`src/hdl/lhr_pkg.sv`:
```
// Shared types and constants of the line history ring.
// No dependencies; imported by every module of the block.
package lhr_pkg;

  localparam int HISTORY_DEPTH_DEF = 16;
  localparam int LINE_LENGTH_DEF   = 64;
  localparam int QUEUE_DEPTH       = 4;
  localparam int CHAR_W            = 8;
  localparam int IN_TDATA_W        = 8;
  localparam int OUT_TDATA_W       = 16;
  localparam int TUSER_W           = 2;

  typedef enum logic [1:0] {
    KIND_CHAR   = 2'd0,
    KIND_PREV   = 2'd1,
    KIND_NEXT   = 2'd2,
    KIND_CURSOR = 2'd3
  } in_kind_t;

  typedef enum logic [1:0] {
    RK_STATUS = 2'd0,
    RK_CHAR   = 2'd1,
    RK_NONE   = 2'd2
  } result_kind_t;

  typedef enum logic [1:0] {
    ST_STORED = 2'd0,
    ST_EMPTY  = 2'd1,
    ST_DUP    = 2'd2
  } add_status_t;

  // request classes produced by the front end
  typedef enum logic [2:0] {
    OP_CHAR,
    OP_END,
    OP_PREV,
    OP_NEXT,
    OP_CURSOR
  } op_t;

  typedef struct packed {
    op_t               op;
    logic [CHAR_W-1:0] ch;
  } cmd_t;

  typedef enum logic [2:0] {
    B_IDLE,
    B_CMP,
    B_DUP,
    B_COPY,
    B_TERM,
    B_ERD,
    B_EMIT,
    B_SEND
  } back_state_t;

endpackage

```
`src/hdl/lhr_front.sv`:
```
// Front end: accepts input requests, classifies them and queues them.
// Depends on lhr_pkg.
module lhr_front import lhr_pkg::*; (
  input  logic                  clk,
  input  logic                  rst_n,
  input  logic                  in_tvalid,
  output logic                  in_tready,
  input  logic [IN_TDATA_W-1:0] in_tdata,   // [7:0] character
  input  logic [TUSER_W-1:0]    in_tuser,   // [1:0] kind
  output logic                  q_valid,
  output cmd_t                  q_cmd,
  input  logic                  q_ready
);

  localparam int PW = $clog2(QUEUE_DEPTH);
  localparam int FW = $clog2(QUEUE_DEPTH + 1);

  cmd_t            slot_r [QUEUE_DEPTH];
  logic [PW-1:0]   wr_ptr_r, wr_ptr_nxt;
  logic [PW-1:0]   rd_ptr_r, rd_ptr_nxt;
  logic [FW-1:0]   fill_r, fill_nxt;
  cmd_t            cmd_in;
  logic            push, pop;

  always_comb begin
    cmd_in.ch = in_tdata[CHAR_W-1:0];
    case (in_kind_t'(in_tuser))
      KIND_CHAR:   cmd_in.op = (in_tdata[CHAR_W-1:0] == '0) ? OP_END : OP_CHAR;
      KIND_PREV:   cmd_in.op = OP_PREV;
      KIND_NEXT:   cmd_in.op = OP_NEXT;
      KIND_CURSOR: cmd_in.op = OP_CURSOR;
      default:     cmd_in.op = OP_CURSOR;
    endcase
  end

  assign in_tready = (fill_r != FW'(QUEUE_DEPTH));
  assign q_valid   = (fill_r != '0);
  assign q_cmd     = slot_r[rd_ptr_r];
  assign push      = in_tvalid && in_tready;
  assign pop       = q_valid && q_ready;

  always_comb begin
    wr_ptr_nxt = wr_ptr_r;
    rd_ptr_nxt = rd_ptr_r;
    if (push) begin
      wr_ptr_nxt = (wr_ptr_r == PW'(QUEUE_DEPTH - 1)) ? '0 : wr_ptr_r + 1'b1;
    end
    if (pop) begin
      rd_ptr_nxt = (rd_ptr_r == PW'(QUEUE_DEPTH - 1)) ? '0 : rd_ptr_r + 1'b1;
    end
    fill_nxt = fill_r + FW'(push) - FW'(pop);
  end

  always_ff @(posedge clk) begin
    if (!rst_n) begin
      wr_ptr_r <= '0;
      rd_ptr_r <= '0;
      fill_r   <= '0;
    end else begin
      wr_ptr_r <= wr_ptr_nxt;
      rd_ptr_r <= rd_ptr_nxt;
      fill_r   <= fill_nxt;
    end
  end

  always_ff @(posedge clk) begin
    if (push) begin
      slot_r[wr_ptr_r] <= cmd_in;
    end
  end

endmodule

```
`config.mk`:
```
export PLATFORM = sky130hd
export DESIGN_NAME = lhr_front
export DESIGN_NICKNAME = d
export VERILOG_FILES = /design/src/hdl/lhr_pkg.sv /design/src/hdl/lhr_front.sv
export SDC_FILE = /design/constraint.sdc
export NUM_CORES = 1
export LEC_CHECK = 0
export BUFFER_PORTS_ARGS = -buffer_cell sky130_fd_sc_hd__buf_2
export CORE_MARGIN = 4
export CORE_UTILIZATION = 60
export CTS_CLUSTER_DIAMETER = 30
export DETAILED_ROUTE_END_ITERATION = 6
export PLACE_DENSITY = 0.82
export SLEW_MARGIN = 10
export SYNTH_ARGS = -nofsm -noshare
export SYNTH_HDL_FRONTEND = slang
export SYNTH_SLANG_ARGS = --single-unit
export TNS_END_PERCENT = 30
```
`constraint.sdc`:
```
create_clock -name clk -period 4.4 [get_ports clk]
set_input_delay 0.44 -clock clk [delete_from_list [all_inputs] [get_ports clk]]
set_output_delay 0.44 -clock clk [all_outputs]
set_load 0.01 [all_outputs]
```
==> results of run 1 <==
-- routing by layer --
metal | up-vias | GRT usage (%)
li1 | 506 | -
met1 | 546 | 21.0
met2 | 29 | 30.1
met3 | 3 | 3.99
met4 | 0 | 6.84
met5 | - | 0
-- Yosys cell counts, drive strengths merged --
| library cell | instances | share of area (%) |
|---|---|---|
| edfxtp | 44 | 62 |
| mux4 | 11 | 12 |
| ha | 10 | 5.9 |
| dfxtp | 9 | 8.4 |
| inv | 9 | 1.6 |
| nand2 | 5 | 0.88 |
| and3 | 4 | 1.3 |
| o21ai | 4 | 0.94 |
| and2 | 3 | 0.99 |
| nand3 | 3 | 0.70 |
| buf | 2 | 0.76 |
| clkbuf | 2 | 0.35 |
| nor2 | 2 | 0.35 |
| nor4 | 2 | 0.59 |
| xnor2 | 2 | 0.82 |
| fa | 1 | 0.94 |
| mux2i | 1 | 0.47 |
| nand4 | 1 | 0.29 |
| nor2b | 1 | 0.29 |
| o31ai | 1 | 0.35 |
| or3 | 1 | 0.35 |
| or3b | 1 | 0.41 |
-- cell type report --
| class | instances | area [sq um] | share of cell area, % |
|---|---|---|---|
| Clock buffer | 5 | 37.5 | 1.57 |
| Clock inverter | 3 | 43.8 | 1.84 |
| Inverter | 9 | 33.8 | 1.42 |
| Multi-Input combinational cell | 53 | 579 | 24.3 |
| Sequential cell | 53 | 1500 | 63.0 |
| Tap cell | 46 | 57.6 | 2.41 |
| Timing Repair Buffer | 26 | 130 | 5.46 |
-- kinds of logic (layout without fill, tap and decap cells) --
logic type,after synthesis,after routing,synth area share (%)
flip-flops,53,53,70.2
AND/OR/NAND/NOR,23,23,6.14
buffers and inverters,13,43,2.69
multiplexers,12,12,12.1
adder cells (fa/ha/maj),11,11,6.79
AO/OA/AOI/OAI,5,5,1.29
XOR/XNOR,2,2,0.819
-- worst register-to-register path, stage by stage (launching register included) --
cell and delay (ns):
dfxtp_1 0.39, or3b_1 0.50, and2_4 0.22, inv_1 0.06
ha_1 0.23, inv_1 0.06, ha_1 0.13, inv_1 0.05
fa_1 0.39, xnor2_1 0.15, xnor2_1 0.13, and2_1 0.15
-- flip-flops by register name, indices dropped and copies added (netlist names), named ones only --
name / cells
slot_r: 44
rd_ptr_r: 2
fill_r: 3
wr_ptr_r: 2
-- metrics by stage --
step           utilization (%)  instances  worst slack [ns]  total power, W  instance area (sq um)
6_report                  70.3        195              1.84         0.00123                   2380
5_1_grt                   70.3        195              1.73         0.00130                   2380
4_1_cts                   70.3        195              1.86         0.00124                   2380
3_5_place_dp              67.9        187              1.89        0.000982                   2300
3_3_place_gp              67.9        187              2.03        0.000961                   2300
2_1_floorplan                -        119              2.03        0.000879                   2140
-- where the power goes --
part | switching [W] | total (W) | leakage, nW | internal (W)
Combinational | 0.000138 | 0.000295 | 0.357 | 0.000156
Sequential | 0.0000558 | 0.000669 | 0.479 | 0.000613
Clock | 0.000148 | 0.000269 | 0.0456 | 0.000121
-- worst paths after layout --
check,endpoint,slack [ns],startpoint
max,fill_r[2],1.84,fill_r[1]
min,slot_r[2][1],0.28,in_tdata[1]
max reg2reg,fill_r[2],1.84,fill_r[1]
min reg2reg,wr_ptr_r[1],0.53,wr_ptr_r[1]
==> impl_metrics.csv, run 1 <==
group,metric,value,unit
run_status,status,"complete, no violations",
global_routing,grt_pass1_wl,5500,microns
drt,top_layer_used,"met4",
die,die_w,67.7,microns
sta,maxClockFrequency,390,MHz
layout,final_nets,173,
layout,final_common_cell,"edfxtp_1",
sta,skew,0.0138,ns
clock_network,cts_buffers,5,
die,start_util,63.1,%
critical_path,critPathMaxFanout,7,
clock_network,clkTransAtPathRegs,0.15,ns
die,die_h,67.7,microns
critical_path,critPathCaptureType,"register",
sta,worst_hold_slack,0.281,ns
drt,route.detailed.drc,0,
clock_network,root_buffer,"clkbuf_4",
die,num_rows,21,
drt,wirelength,3440,microns
layout,layout_common_cells,"edfxtp_1 (44), buf_2 (26), mux4_2 (11)",
sta,final_max_slew_viol_count,0,
clock_network,h-tree-depth,2,
clock_network,clkSinkCount,53,
global_routing,grt_overflow,0,
die,die_area,4580,sq um
clock_network,cts_tree,"yes",
yosys,synth_cells,119,
pwr,ir_drop,0.000278,V
pwr,leakage,0.881,nW
sta,setup_viol,0,
critical_path,crit_chain,"or3b_1 > and2_4 > inv_1 > ha_1 > inv_1 > ha_1 > inv_1 > fa_1 > xnor2_1 > xnor2_1 > and2_1",
critical_path,crit_path_frequent_cell,"inv_1",
critical_path,path_buf_inv,3,
clock_network,clock_latency,0.37,ns
yosys,ys_types,26,
drt,firstDrtPassIters,4,
layout,drive_gt1_share,32.9,%
sta,finalHoldViolations,0,
layout,area_growth,11.5,%
layout,n_antenna_cell,0,
sta,min_period_over_period,58.2,%
min_path,hold_depth,1,
critical_path,cpPeakStageDelay,0.50,ns
place,port_buffers,26,
layout,fill_cells,219,
pwr,power_density,517,nW/um^2
critical_path,cp_slowest_cell,"or3b_1",
yosys,yosysWarnings,0,
drt,num_vias,1084,
job,drv_cap,0,
critical_path,critical_path_arrival,2.83,ns
critical_path,cp.depth,11,
critical_path,path_class,"register to register",
critical_path,required,4.67,ns
place,gp_congestion,0.740,
sta,worst_pin_slew,0.726,ns
drt,viasPerCell,5.56,
sta,tns,0,ns
clock_network,post_cts_buffers,0,
sta,rsz0062_at_grt,"false",
sta,final.min_clock_period,2.56,ns
global_routing,antenna_found_initial,0,
drt,drt_iter0_drc,135,
global_routing,grt_max_degree,18,
min_path,hold_path.class,"input port to register",
yosys,synth_area_per_cell,18.0,sq um
yosys,synth-seq-area-share,70.2,%
yosys,ys_ff_latch,53,
die,ios,27,
clock_network,cts.path.max_buffers,2,
critical_path,r2r_cells,11,
yosys,syn_nets,144,
drt,wire_per_inst,17.7,microns
global_routing,grt_usage,17.4,%
drt,wl_met3,191,microns
drt,wl_met1,1350,microns
critical_path,path_delay_family,"simple AND/OR/NAND/NOR gates",
sta,max-slew-margin-rel,51.5,%
global_routing,grt_pass1_vias,1138,
die,core_area,3390,sq um
yosys,syn_area,2140,sq um
drt,dr_wl_met2,1870,microns
clock_network,cts_resized,0,
drt,ant_nets,0,
clock_network,ctsHoldBuffers,0,
critical_path,critPathLaunchType,"register",
Note: power is estimated with default switching activity, not from simulation.
==> run 2, diff against run 1 <==
- CORE_UTILIZATION: 60 -> 56
- PLACE_DENSITY: 0.82 -> 0.77
- clock period: 4.4 -> 2.4 ns (I/O delays scaled with it)
==> run 2 against run 1 <==
  * Fmax rose by 13%
  * Power rose by 92%
  * Critical path depth did not move
==> impl_metrics.csv, run 2 (same netlist as run 1, synthesis figures left out) <==
group,metric,value,unit
run_status,status,"complete, no violations",
clock_network,clock_latency,0.30,ns
min_path,min_from,"in_tdata[5]",
min_path,hold_path.class,"input port to register",
sta,maxClockFrequency,440,MHz
layout,largest_reg_flops,44,
die,ios,27,
drt,viasPerCell,5.45,
drt,wl_met3,179,microns
clock_network,post_cts_buffers,0,
layout,drive_gt1_share,34.6,%
critical_path,required,2.60,ns
critical_path,reg2reg_from,"fill_r[2]",
global_routing,grt_max_degree,17,
die,core_area,3690,sq um
drt,route.detailed.drc,0,
global_routing,grt_usage,15.5,%
sta,tns,0,ns
clock_network,root_buffer,"clkbuf_8",
critical_path,r2r_cells,11,
drt,ant_nets,0,
drt,dr_wl_met2,1790,microns
layout,regMostFlops,"slot_r",
layout,area_growth,14.5,%
critical_path,r2r-end,"fill_r[2]",
min_path,worst_hold_path.endpoint,"slot_r[1][5]",
sta,max-slew-margin-rel,61.6,%
sta,finalHoldViolations,0,
critical_path,critPathLaunchType,"register",
layout,n_antenna_cell,0,
critical_path,r2r_setup_slack,0.13,ns
sta,worst_pin_slew,0.576,ns
min_path,hold_depth,1,
drt,wl_met1,1350,microns
place,port_buffers,26,
die,start_util,58.0,%
clock_network,h-tree-depth,2,
global_routing,grt_pass1_wl,5670,microns
sta,setup_viol,0,
sta,worst_hold_slack,0.175,ns
pwr,power_density,969,nW/um^2
critical_path,critPathMaxFanout,4,
drt,top_layer_used,"met4",
critical_path,critical_path_arrival,2.47,ns
die,die_w,69.8,microns
layout,final_common_cell,"edfxtp_1",
critical_path,critPathCaptureType,"register",
sta,skew,0.00576,ns
layout,final_nets,177,
layout,layout_common_cells,"edfxtp_1 (44), buf_2 (26), mux4_2 (11)",
place,hpwl,2350,microns
drt,firstDrtPassIters,4,
global_routing,grt_pass1_vias,1106,
place,gp_congestion,0.794,
clock_network,cts.path.max_buffers,2,
die,die_area,4870,sq um
layout,top_regs,"slot_r: 44 flops, fill_r: 3 flops",
critical_path,path_class,"register to register",
drt,wirelength,3360,microns
die,num_rows,22,
global_routing,antenna_found_initial,0,
drt,drt_iter0_drc,94,
die,die_h,69.8,microns
pwr,leakage,0.910,nW
clock_network,cts_tree,"yes",
clock_network,clkSinkCount,53,
clock_network,ctsHoldBuffers,0,
drt,num_vias,1096,
sta,final_max_slew_viol_count,0,
critical_path,crit_start,"fill_r[2]",
pwr,ir_drop,0.000509,V
clock_network,clkTransAtPathRegs,0.09,ns
sta,rsz0062_at_grt,"false",
global_routing,grt_overflow,0,
sta,final.min_clock_period,2.27,ns
clock_network,cts_buffers,5,
sta,min_period_over_period,94.7,%
job,drv_cap,0,
drt,wire_per_inst,16.7,microns
==> run 2: worst max path at each step <==
stage / slack [ns] / end
final: 0.13 / fill_r[2]
after global routing: 0.004 / fill_r[2]
after CTS: 0.07 / fill_r[2]
after detailed placement: 0.09 / fill_r[2]
after global placement: 0.14 / fill_r[2]
after floorplan: 0.03 / fill_r[2]
==> run 2: what timing repair did <==
item                                   CTS  global route
resized for setup                        0             1
endpoints found under the hold margin    0             0
setup endpoints to repair                0             1
==> run 2: cell type report <==
class,count,area [sq um]
tap,48,60.1
clock inverter,2,38.8
clock buffer,6,72.6
multi-input combinational,53,579
timing repair buffer,30,160
sequential,53,1500
fill,266,1240
inverter,9,33.8
==> run 2: where the power goes <==
group / switching, W / internal, W / leakage [nW] / total [W]
Sequential: 0.0000607 / 0.00113 / 0.479 / 0.00119
Combinational: 0.000293 / 0.000312 / 0.376 / 0.000605
Clock: 0.000267 / 0.000313 / 0.0554 / 0.000580
==> run 2: critical path, stage by stage (launching register included) <==
cell and delay (ns):
dfxtp_2 0.36, or3b_1 0.36, and2_4 0.18, inv_1 0.05, ha_1 0.22, inv_1 0.06
ha_1 0.13, inv_1 0.04, fa_1 0.37, xnor2_1 0.15, xnor2_1 0.12, and2_1 0.14
==> run 2: metrics by stage <==
stage | power [W] | instance area, sq um | utilization (%) | cells | worst slack [ns]
after global placement | 0.00180 | 2330 | 63.3 | 193 | 0.143
after floorplan | 0.00161 | 2140 | - | 119 | 0.0335
final | 0.00237 | 2450 | 66.4 | 201 | 0.128
after global routing | 0.00252 | 2450 | 66.4 | 201 | 0.00387
after CTS | 0.00241 | 2450 | 66.3 | 201 | 0.0740
after detailed placement | 0.00183 | 2330 | 63.3 | 193 | 0.0920
==> run 2: metal layers <==
| metal | vias up | global-route usage, % |
|---|---|---|
| li1 | 517 | - |
| met1 | 547 | 19.3 |
| met2 | 27 | 24.9 |
| met3 | 5 | 5.36 |
| met4 | 0 | 6.38 |
| met5 | - | 0 |
==> run 3, diff against run 2 <==
- ABC_AREA: unset -> 1
- CORE_UTILIZATION: 56 -> 57
- PLACE_DENSITY: 0.77 -> 0.78
==> run 3 against run 2 <==
  * Count of clock-buffer cells in the layout unchanged
  * Sequential share of layout area decreased by 1.3 points
  * Area after synthesis increased by 5.0%
  * First-iteration DRC count decreased by 33%
  * Power increased by 6.1%
  * Synthesized cell count increased by 58%
  * Die area increased by 2.8%
  * Fmax increased by 18%
  * Sequential power increased by 3%
  * Design area increased by 2.1%
  * Combinational power increased by 38%
  * Largest power group unchanged
==> impl_metrics.csv, run 3 <==
group,metric,value,unit
run_status,status,"complete, no violations",
layout,top_regs,"slot_r: 44 flops, fill_r: 3 flops",
layout,regMostFlops,"slot_r",
sta,skew,0.00764,ns
clock_network,root_buffer,"clkbuf_8",
yosys,synth_ff_type,"edfxtp_1",
sta,min_period_over_period,80.3,%
layout,layout_common_cells,"edfxtp_1 (44), nor2_1 (36), buf_2 (26)",
layout,largest_reg_flops,44,
place,gp_congestion,0.751,
critical_path,critPathMaxFanout,6,
clock_network,clkTransAtPathRegs,0.08,ns
drt,ant_nets,0,
clock_network,cts.path.max_buffers,2,
yosys,synth_top_area_share,58.8,%
clock_network,cts_resized,0,
layout,stdcell_count,268,
clock_network,ctsHoldBuffers,0,
sta,setup_viol,0,
pwr,power_density,1010,nW/um^2
yosys,syn_area,2250,sq um
die,die_w,70.8,microns
die,start_util,60.0,%
clock_network,h-tree-depth,2,
clock_network,cts_buffers,5,
pwr,seqPwrFrac,49.0,%
clock_network,clkSinkCount,53,
pwr,p_clk_share,17.9,%
min_path,hold_path.class,"input port to register",
yosys,yosysMostFrequentCell,"edfxtp_1",
global_routing,grt_max_degree,23,
job,drv_cap,0,
sta,rsz0062_at_grt,"false",
yosys,async_reset_ff_share,0,%
layout,final_common_cell,"edfxtp_1",
yosys,synth_area_per_cell,11.9,sq um
pwr,p_int,0.00165,W
yosys,netlist_top_cells_area,"edfxtp_1 (59%), dfxtp_1 (8.0%), nor2_1 (6.0%)",
layout,multi_input_area,614,sq um
sta,setup_ws,0.473,ns
sta,max-slew-margin-rel,70.4,%
drt,num_vias,1431,
clock_network,clock_latency,0.30,ns
drt,viasPerCell,5.34,
pwr,power_frac_comb,33.1,%
drt,route.detailed.drc,0,
sta,worst_pin_slew,0.443,ns
sta,maxClockFrequency,519,MHz
yosys,synth-seq-area-share,66.9,%
critical_path,path_class,"register to register",
sta,final.min_clock_period,1.93,ns
die,num_rows,22,
sta,tns,0,ns
layout,fill_cells,294,
pwr,power_switching,0.000860,W
clock_network,cts_tree,"yes",
die,die_area,5010,sq um
yosys,yosysTopAreaCell,"edfxtp_1",
pwr,leakage,0.991,nW
place,port_buffers,26,
critical_path,critPathCaptureType,"register",
critical_path,critPathLaunchType,"register",
yosys,synthTopCellsByCount,"edfxtp_1 (44), nor2_1 (36), inv_1 (19)",
yosys,synth_cells,188,
yosys,syn_nets,213,
layout,n_antenna_cell,0,
layout,seq_area,1500,sq um
drt,firstDrtPassIters,4,
die,die_h,70.8,microns
place,place_inst,261,
place,hpwl,2720,microns
sta,final_max_slew_viol_count,0,
layout,drive_gt1_share,20.0,%
global_routing,grt_pass1_vias,1517,
drt,wire_per_inst,14.6,microns
global_routing,grt_pass1_wl,6360,microns
yosys,yosysWarnings,0,
yosys,ys_ff_latch,53,
pwr,netSwitchingFraction,34.2,%
sta,finalHoldViolations,0,
global_routing,grt_usage,16.7,%
layout,final_nets,245,
place,preCtsSetupSlack,0.484,ns
global_routing,grt_overflow,0,
die,core_area,3740,sq um
layout,area_growth,11.3,%
clock_network,post_cts_buffers,0,
yosys,ys_types,21,
critical_path,required,2.64,ns
die,ios,27,
drt,wirelength,3900,microns
pwr,ir_drop,0.000820,V
drt,drt_iter0_drc,63,
global_routing,antenna_found_initial,0,
yosys,synth-edff-count,44,
critical_path,critical_path_arrival,2.16,ns
[run 3: critical path: stages, from the launching register on]
cell      delay (ns)
dfxtp_1         0.45
nor2_4          0.08
nand2_4         0.09
nand2_2         0.08
ha_1            0.29
inv_1           0.06
ha_1            0.14
inv_1           0.05
fa_1            0.37
a21boi_0        0.14
nor2_1          0.10
[run 3: path summary, 6_finish.rpt]
path                                   from           end  slack, ns  depth (start not counted)
worst max-delay path              fill_r[1]     fill_r[2]       0.47                         10
worst min-delay path            in_tdata[5]  slot_r[0][5]       0.17                          1
worst max register to register    fill_r[1]     fill_r[2]       0.47                         10
worst min register to register  rd_ptr_r[1]   rd_ptr_r[1]       0.54                          2
[run 3: cell type report]
type | instances | share of cell area [%]
sequential | 53 | 60.1
multi-input combinational | 108 | 24.6
timing repair buffer | 31 | 6.71
inverter | 21 | 3.15
clock buffer | 6 | 2.90
tap | 48 | 2.40
clock inverter | 1 | 0.150
[run 3: per-stage QoR]
stage	instance area (sq um)	hold slack (ns)	util (%)	total power (W)
floorplan	2250	0.338	-	0.00183
global placement	2420	0.470	64.7	0.00204
detailed placement	2420	0.473	64.7	0.00210
CTS	2500	0.159	66.7	0.00254
global route	2500	0.161	66.7	0.00269
finish	2500	0.167	66.7	0.00251
[run 3: layer usage]
metal	part of all wire [%]	wire, microns	GRT usage (%)	vias to the layer above
met5	0	0	0	-
met4	1.6	61	6.68	0
met3	5.0	194	4.40	5
met2	56	2200	32.2	30
met1	37	1440	16.6	686
li1	-	-	-	710
[run 3: cell families after synthesis]
family	Yosys count	synth area share, %
AOI/OAI and AO/OA	41	10.4
and+or+nand+nor	56	10.5
DFF	53	66.9
adders and majority gates	11	6.46
buffers and inverters	27	5.79
[run 3: power by group through the flow]
stage,clock [W],combinational [W],sequential [W]
6_report,0.000450,0.000832,0.00123
4_1_cts,0.000458,0.000845,0.00123
3_3_place_gp,0,0.000792,0.00124
5_1_grt,0.000500,0.000939,0.00125
2_1_floorplan,0,0.000605,0.00122
3_5_place_dp,0,0.000844,0.00125
